[config.mk]
export PLATFORM = sky130hd
export DESIGN_NAME = led_fire_heat_step_core
export DESIGN_NICKNAME = d
export VERILOG_FILES = /design/src/hdl/lfhs_pkg.sv /design/src/hdl/lfhs_ram.sv /design/src/hdl/lfhs_tap_cell.sv /design/src/hdl/lfhs_color.sv /design/src/hdl/led_fire_heat_step_core.sv
export SDC_FILE = /design/constraint.sdc
export NUM_CORES = 1
export LEC_CHECK = 0
export ABC_AREA = 1
export ABC_CLOCK_PERIOD_IN_PS = 12600
export BUFFER_PORTS_ARGS = -buffer_cell sky130_fd_sc_hd__clkbuf_2
export CELL_PAD_IN_SITES_DETAIL_PLACEMENT = 1
export CELL_PAD_IN_SITES_GLOBAL_PLACEMENT = 1
export CORE_AREA = 5 5 261 263
export CTS_CLUSTER_DIAMETER = 60
export DETAILED_ROUTE_END_ITERATION = 12
export DIE_AREA = 0 0 266 268
export PLACE_DENSITY_LB_ADDON = 0.1
export SLEW_MARGIN = 25
export SYNTH_ARGS = -nofsm -noshare
export SYNTH_HDL_FRONTEND = slang
export SYNTH_SLANG_ARGS = --single-unit
[constraint.sdc]
create_clock -name i_clk -period 12.6 [get_ports i_clk]
set_clock_uncertainty 0.05 [all_clocks]
set_input_delay 2.52 -clock i_clk [delete_from_list [all_inputs] [get_ports i_clk]]
set_output_delay 2.52 -clock i_clk [all_outputs]
set_load 0.005 [all_outputs]
[src/hdl/lfhs_pkg.sv]
package lfhs_pkg;

    localparam int MAX_CELLS_DEF = 64;

    localparam int PADDR_W = 3;

    localparam logic [6:0] FRAME_LEN_RST = 7'd60;
    localparam logic [6:0] FRAME_LEN_MIN = 7'd3;

    localparam logic REG_FRAME_LEN = 1'b0;
    localparam logic REG_SPARK_SAT = 1'b1;

    localparam logic [9:0] DIV3_RECIP = 10'd683;
    localparam int         DIV3_SHIFT = 11;

    localparam logic [7:0] HEAT_SCALE = 8'd191;
    localparam logic [7:0] BAND_WHITE = 8'h80;
    localparam logic [7:0] BAND_YELLOW = 8'h40;
    localparam logic [7:0] LEVEL_FULL = 8'hFF;

    typedef struct packed {
        logic [7:0] cooldown;
        logic [7:0] spark_heat;
    } t_in_item;

    typedef struct packed {
        logic [5:0] pixel_index;
        logic [7:0] red;
        logic [7:0] green;
        logic [7:0] blue;
        logic [7:0] heat_value;
        logic       frame_end;
    } t_out_item;

    typedef struct packed {
        logic [7:0] red;
        logic [7:0] green;
        logic [7:0] blue;
    } t_rgb;

endpackage

[src/hdl/lfhs_ram.sv]
module lfhs_ram #(
    parameter int WIDTH = 8,
    parameter int DEPTH = 64
) (
    input  logic                     i_clk,
    input  logic                     i_we,
    input  logic [$clog2(DEPTH)-1:0] i_waddr,
    input  logic [WIDTH-1:0]         i_wdata,
    input  logic                     i_re,
    input  logic [$clog2(DEPTH)-1:0] i_raddr,
    output logic [WIDTH-1:0]         o_rdata
);

    logic [WIDTH-1:0] r_mem [DEPTH];
    logic [WIDTH-1:0] r_rdata;

    always_ff @(posedge i_clk) begin
        if (i_we) begin
            r_mem[i_waddr] <= i_wdata;
        end
        if (i_re) begin
            r_rdata <= r_mem[i_raddr];
        end
    end

    assign o_rdata = r_rdata;

endmodule

[src/hdl/lfhs_tap_cell.sv]
module lfhs_tap_cell #(
    parameter int WEIGHT_SHIFT = 0
) (
    input  logic       i_clk,
    input  logic       i_rst_n,
    input  logic       i_load,
    input  logic [7:0] i_value,
    output logic [7:0] o_value,
    output logic [9:0] o_term
);

    logic [7:0] r_value;

    always_ff @(posedge i_clk) begin
        if (!i_rst_n) begin
            r_value <= 8'd0;
        end else if (i_load) begin
            r_value <= i_value;
        end
    end

    assign o_value = r_value;
    assign o_term  = 10'(r_value) << WEIGHT_SHIFT;

endmodule

[src/hdl/lfhs_color.sv]
module lfhs_color
    import lfhs_pkg::*;
(
    input  logic [7:0] i_heat,
    output t_rgb       o_rgb
);

    logic [16:0] w_num;
    logic [16:0] w_sum;
    logic [7:0]  w_t;
    logic [7:0]  w_ramp;

    // t = (heat*191 + 127) / 255, division by 255 done as shift-and-add
    assign w_num  = 17'(i_heat) * 17'(HEAT_SCALE) + 17'd128;
    assign w_sum  = w_num + (w_num >> 8);
    assign w_t    = w_sum[15:8];
    assign w_ramp = {w_t[5:0], 2'b00};

    always_comb begin
        if (w_t > BAND_WHITE) begin
            o_rgb = '{red: LEVEL_FULL, green: LEVEL_FULL, blue: w_ramp};
        end else if (w_t > BAND_YELLOW) begin
            o_rgb = '{red: LEVEL_FULL, green: w_ramp, blue: 8'd0};
        end else begin
            o_rgb = '{red: w_ramp, green: 8'd0, blue: 8'd0};
        end
    end

endmodule

[src/hdl/led_fire_heat_step_core.sv]
// Channel  | Valid       | Ready        | Payload
// ---------+-------------+--------------+-----------------------
// input    | i_in_valid  | o_in_ready   | i_in_item  (t_in_item)
// output   | o_out_valid | i_out_ready  | o_out_item (t_out_item)
// config   | psel/penable| pready (= 1) | paddr, pwdata, prdata
//
// One item per cycle sustained while the output is not stalled; pipeline stages
// are heat read, heat update and color register. The heat memory read for an
// item is issued as it is accepted and its write-back lands as the item leaves
// stage 1, so back-to-back items never wait on the memory.
// Synchronous active-low reset clears the heat store valid bits, counter and
// the cooled-heat cells. A stall on the output holds each full stage that has no
// free stage ahead; o_in_ready drops when all three stages are full and stalled.
module led_fire_heat_step_core
    import lfhs_pkg::*;
#(
    parameter int MAX_CELLS = MAX_CELLS_DEF
) (
    input  logic               i_clk,
    input  logic               i_rst_n,
    input  logic               i_in_valid,
    input  t_in_item           i_in_item,
    output logic               o_in_ready,
    output logic               o_out_valid,
    output t_out_item          o_out_item,
    input  logic               i_out_ready,
    input  logic               psel,
    input  logic               penable,
    input  logic               pwrite,
    input  logic [PADDR_W-1:0] paddr,
    input  logic [31:0]        pwdata,
    output logic [31:0]        prdata,
    output logic               pready
);

    localparam int         CW      = $clog2(MAX_CELLS);
    localparam logic [6:0] LEN_MAX = 7'(MAX_CELLS);

    logic [6:0]    r_frame_len;
    logic          r_spark_sat;
    logic          w_cfg_idx;
    logic          w_cfg_wr;

    logic [6:0]    w_len;
    logic [CW-1:0] r_cnt;
    logic [CW-1:0] n_cnt;
    logic [6:0]    w_next7;
    logic          w_last;

    logic          r_valid [MAX_CELLS];

    logic          w_out_free;
    logic          w_s2_free;
    logic          w_s2_go;
    logic          w_s1_free;
    logic          w_s1_go;
    logic          w_acc;

    logic          r_s1_v;
    logic [7:0]    r_s1_cool;
    logic [7:0]    r_s1_spark;
    logic [CW-1:0] r_s1_idx;
    logic          r_s1_last;
    logic          r_s1_hit;

    logic [7:0]    w_rdata;
    logic [7:0]    w_cur;
    logic [7:0]    w_cooled;
    logic [7:0]    w_prev_one;
    logic [7:0]    w_prev_two;
    logic [9:0]    w_term_one;
    logic [9:0]    w_term_two;
    logic [9:0]    w_wsum;
    logic [19:0]   w_prod;
    logic [7:0]    w_diff;
    logic [8:0]    w_hsum;
    logic [7:0]    w_heat;

    logic          r_s2_v;
    logic [7:0]    r_s2_heat;
    logic [CW-1:0] r_s2_idx;
    logic          r_s2_last;
    t_rgb          w_rgb;

    logic          r_o_valid;
    t_out_item     r_o_item;

    // configuration
    assign w_cfg_idx = paddr[PADDR_W-1];
    assign w_cfg_wr  = psel && penable && pwrite && pready;
    assign pready    = 1'b1;
    assign prdata    = (w_cfg_idx == REG_SPARK_SAT) ? {31'd0, r_spark_sat}
                                                    : {25'd0, r_frame_len};

    always_ff @(posedge i_clk) begin
        if (!i_rst_n) begin
            r_frame_len <= FRAME_LEN_RST;
            r_spark_sat <= 1'b0;
        end else if (w_cfg_wr) begin
            case (w_cfg_idx)
                REG_FRAME_LEN: r_frame_len <= pwdata[6:0];
                REG_SPARK_SAT: r_spark_sat <= pwdata[0];
                default: ;
            endcase
        end
    end

    assign w_len = (r_frame_len < FRAME_LEN_MIN) ? FRAME_LEN_MIN :
                   (r_frame_len > LEN_MAX) ? LEN_MAX : r_frame_len;

    // handshake
    assign w_out_free = !r_o_valid || i_out_ready;
    assign w_s2_go    = r_s2_v && w_out_free;
    assign w_s2_free  = !r_s2_v || w_out_free;
    assign w_s1_go    = r_s1_v && w_s2_free;
    assign w_s1_free  = !r_s1_v || w_s2_free;
    assign o_in_ready = w_s1_free;
    assign w_acc      = i_in_valid && w_s1_free;

    // cell counter
    assign w_next7 = 7'(r_cnt) + 7'd1;
    assign w_last  = (w_next7 >= w_len);
    assign n_cnt   = w_last ? '0 : w_next7[CW-1:0];

    always_ff @(posedge i_clk) begin
        if (!i_rst_n) begin
            r_cnt <= '0;
        end else if (w_acc) begin
            r_cnt <= n_cnt;
        end
    end

    always_ff @(posedge i_clk) begin
        if (!i_rst_n) begin
            for (int k = 0; k < MAX_CELLS; k++) begin
                r_valid[k] <= 1'b0;
            end
        end else if (w_s1_go) begin
            r_valid[r_s1_idx] <= 1'b1;
        end
    end

    lfhs_ram #(
        .WIDTH (8),
        .DEPTH (MAX_CELLS)
    ) u_heat_ram (
        .i_clk   (i_clk),
        .i_we    (w_s1_go),
        .i_waddr (r_s1_idx),
        .i_wdata (w_heat),
        .i_re    (w_acc),
        .i_raddr (r_cnt),
        .o_rdata (w_rdata)
    );

    // stage 1: heat update
    always_ff @(posedge i_clk) begin
        if (!i_rst_n) begin
            r_s1_v <= 1'b0;
        end else if (w_s1_free) begin
            r_s1_v <= w_acc;
        end
    end

    always_ff @(posedge i_clk) begin
        if (w_acc) begin
            r_s1_cool  <= i_in_item.cooldown;
            r_s1_spark <= i_in_item.spark_heat;
            r_s1_idx   <= r_cnt;
            r_s1_last  <= w_last;
            r_s1_hit   <= r_valid[r_cnt];
        end
    end

    assign w_cur    = r_s1_hit ? w_rdata : 8'd0;
    assign w_cooled = (r_s1_cool > w_cur) ? 8'd0 : (w_cur - r_s1_cool);

    lfhs_tap_cell #(
        .WEIGHT_SHIFT (0)
    ) u_cell_one (
        .i_clk   (i_clk),
        .i_rst_n (i_rst_n),
        .i_load  (w_s1_go),
        .i_value (w_cooled),
        .o_value (w_prev_one),
        .o_term  (w_term_one)
    );

    lfhs_tap_cell #(
        .WEIGHT_SHIFT (1)
    ) u_cell_two (
        .i_clk   (i_clk),
        .i_rst_n (i_rst_n),
        .i_load  (w_s1_go),
        .i_value (w_prev_one),
        .o_value (w_prev_two),
        .o_term  (w_term_two)
    );

    // divide by 3 via reciprocal, exact for sums up to 765
    assign w_wsum = w_term_one + w_term_two;
    assign w_prod = 20'(w_wsum) * 20'(DIV3_RECIP);
    assign w_diff = (r_s1_idx >= CW'(2)) ? w_prod[DIV3_SHIFT+7:DIV3_SHIFT] : w_cooled;
    assign w_hsum = 9'(w_diff) + 9'(r_s1_spark);
    assign w_heat = (w_hsum[8] && r_spark_sat) ? LEVEL_FULL : w_hsum[7:0];

    // stage 2: color
    always_ff @(posedge i_clk) begin
        if (!i_rst_n) begin
            r_s2_v <= 1'b0;
        end else if (w_s2_free) begin
            r_s2_v <= w_s1_go;
        end
    end

    always_ff @(posedge i_clk) begin
        if (w_s1_go) begin
            r_s2_heat <= w_heat;
            r_s2_idx  <= r_s1_idx;
            r_s2_last <= r_s1_last;
        end
    end

    lfhs_color u_color (
        .i_heat (r_s2_heat),
        .o_rgb  (w_rgb)
    );

    // output register
    always_ff @(posedge i_clk) begin
        if (!i_rst_n) begin
            r_o_valid <= 1'b0;
        end else if (w_out_free) begin
            r_o_valid <= w_s2_go;
        end
    end

    always_ff @(posedge i_clk) begin
        if (w_s2_go) begin
            r_o_item.pixel_index <= 6'(r_s2_idx);
            r_o_item.red         <= w_rgb.red;
            r_o_item.green       <= w_rgb.green;
            r_o_item.blue        <= w_rgb.blue;
            r_o_item.heat_value  <= r_s2_heat;
            r_o_item.frame_end   <= r_s2_last;
        end
    end

    assign o_out_valid = r_o_valid;
    assign o_out_item  = r_o_item;

endmodule

==> impl_metrics.env <==
export IMPL_vias=22600
export IMPL_fillers=6913
export IMPL_die_h_microns=268
export IMPL_crit_path_end_kind="flip-flop"
export IMPL_startpoint_type="flip-flop"
export IMPL_layout_nets=3253
export IMPL_synth_distinct_cells=47
export IMPL_cpMostUsedCell="ha_1"
export IMPL_netlist_area_sq_um=32300
export IMPL_dp_hpwl_microns=55700
export IMPL_cts_buffer_depth=3
export IMPL_multi_input_area_sq_um=11000
export IMPL_synth_area_leader_cell="edfxtp_1"
export IMPL_grt_overflow_total=0
export IMPL_final_cells=3930
export IMPL_ys_warn_count=0
export IMPL_synth_top_area_share_pct=55.2
export IMPL_drc=0
export IMPL_dr_first_iter_drc_count=1652
export IMPL_fin_crit_ns=8.58
export IMPL_insertion_delay_ns=0.62
export IMPL_dieArea_sq_um=71300
export IMPL_crit_arrival_ns=8.77
export IMPL_cts_made_buffers=76
export IMPL_postCtsHoldBufs=0
export IMPL_finalSetupTns_ns=0
export IMPL_setup_viol=0
export IMPL_placed_cells=3790
export IMPL_coreArea_sq_um=65400
export IMPL_worst_path_buf_inv=6
export IMPL_die_w_microns=266
export IMPL_wire_per_inst_microns=22.8
export IMPL_post_cts_buffers=0
export IMPL_first_pass_iters=7
export IMPL_antenna_cells=0
export IMPL_antenna_found_initial=0
export IMPL_top_usage_layer="met2"
export IMPL_fin_area_sq_um=36000
export IMPL_initial_utilization_pct=49.4
export IMPL_placed_area_sq_um=33500
export IMPL_rows=94
export IMPL_fmax_mhz=117
export IMPL_criticalPathCategory="flip-flop to flip-flop"
export IMPL_cts_sinks=691
export IMPL_path_max_fanout=65
export IMPL_ys_ff_latch=691
export IMPL_post_route_period_util_pct=68.1
export IMPL_cp_top_family="adder cells"
export IMPL_place_congestion=0.842
export IMPL_portBuffers=76
export IMPL_final_max_slew_violation_count=0
export IMPL_synth_most_common_cell="edfxtp_1"
export IMPL_post_cts_resized=0
export IMPL_hold_viol_final=0
export IMPL_drtAntennaViolNets=0
export IMPL_grt_pass1_wl_microns=138000
export IMPL_root_buffer="clkbuf_16"
export IMPL_grt_max_degree=189
export IMPL_synthToLayoutAreaGrowth_pct=11.5
export IMPL_drive_gt1_share_pct=9.46
export IMPL_required_ns=12.79
export IMPL_grt_util_all_layers_pct=24.8
export IMPL_slowest_stage="o21ai_0"
export IMPL_syn_avg_cell_area_sq_um=10.9
export IMPL_yosys_most_used_dff="edfxtp_1"
export IMPL_grt_met1_usage_pct=32.2
export IMPL_synth_cells=2966
export IMPL_htreeDepth=3
export IMPL_clk_pin_slew_worst_paths_ns=0.06
export IMPL_synth_seq_area_share_pct=61.2
export IMPL_io_pins=132
export IMPL_grt_pass1_vias=24000
export IMPL_grt_util_met3_pct=3.68
export IMPL_synth_top_cells_by_area="edfxtp_1, nor2_1, dfxtp_1"
export IMPL_status="completed"
export IMPL_viasPerCell=5.76
export IMPL_async_flop_share_pct=0
export IMPL_final_util_pct=55.1
export IMPL_cts_tree="yes"
export IMPL_tightest_slew_ns=1.09
export IMPL_hold_class="flip-flop to flip-flop"
export IMPL_grtUsageMet2_pct=43.6
export IMPL_seqCellArea_sq_um=19800
export IMPL_yosys_top_cells_count="edfxtp_1, nor2_1, o21ai_0, inv_1, nand2_1"
export IMPL_max_stage_delay_ns=0.56
export IMPL_drv_cap=0
export IMPL_routed_wl_microns=89600
export IMPL_max_slew_margin_rel_pct=26.3
export IMPL_rsz0062_at_grt="no"
export IMPL_synth_edf_count=594
## stage by stage
stage                     setup WS (ns)  hold slack [ns]
after detailed placement           3.64            0.356
after global placement             3.85            0.354
after global routing               3.40            0.381
after CTS                          3.64            0.370
after floorplan                    3.45            0.350
final                              4.02            0.363
## placed cells by master (no fill, tap or decap), types with 28 or more instances in the layout
cell,n
edfxtp_1,594
nor2_1,548
o21ai_0,366
inv_1,244
nand2_1,234
o22ai_1,150
ha_1,138
dfxtp_1,94
clkbuf_16,80
clkbuf_2,76
a21oi_1,73
nand3_1,72
fa_1,53
o221ai_1,32
buf_4,29
conb_1,28
## metal layers
metal	share of wire (%)	wire length, microns	vias up
met2	50	45000	575
met3	4.6	4130	149
met1	42	37700	11500
met4	3.1	2750	0
li1	-	-	10500
met5	0	0	-
## logic make-up (layout without fill, tap and decap cells)
| family | after synthesis | after routing | synth area share (%) |
|---|---|---|---|
| AOI/OAI and AO/OA | 677 | 677 | 11.9 |
| muxes | 15 | 15 | 0.465 |
| and+or+nand+nor | 934 | 934 | 11.7 |
| other | 2 | 28 | 0.0232 |
| DFF | 691 | 691 | 61.2 |
| buffers and inverters | 432 | 506 | 5.49 |
| xor gates and xnor gates | 24 | 24 | 0.650 |
| adders and majority gates | 191 | 191 | 8.63 |
## worst paths after layout
path | start | to | slack (ns) | cells past startpoint
worst max-delay path | u_cell_one.o_value[3]$_SDFFE_PN0P_ | u_heat_ram.r_mem[40][5]$_DFFE_PP_ | 4.02 | 36
worst min-delay path | r_s2_last$_DFFE_PP_ | o_out_item[0]$_DFFE_PP_ | 0.36 | 0
worst max register to register | u_cell_one.o_value[3]$_SDFFE_PN0P_ | u_heat_ram.r_mem[40][5]$_DFFE_PP_ | 4.02 | 36
worst min register to register | r_s2_last$_DFFE_PP_ | o_out_item[0]$_DFFE_PP_ | 0.36 | 0
## area by class of cell
cell class                      count  area share (%)
Clock buffer                      107            6.03
Clock inverter                     33           0.913
Inverter                          257            2.70
Multi-Input combinational cell   1869            30.6
Sequential cell                   691            54.9
Tap cell                          864            3.00
Timing Repair Buffer              109            1.90
## flip-flops by register name, indices dropped and copies added (netlist names), 6 cells and up
name and cells:
r_frame_len 7, r_s2_heat 8, r_s1_idx 6, r_s1_cool 8, r_valid 64, r_s2_idx 6
u_heat_ram.o_rdata 8, u_cell_two.o_value 8, r_cnt 6, r_s1_spark 8, u_cell_one.o_value 8, u_heat_ram.r_mem 512
o_out_item 35
Power is left out: the tool's default activity adds up to more than one toggle a clock period on the data nets, which glitch-free logic cannot reach.
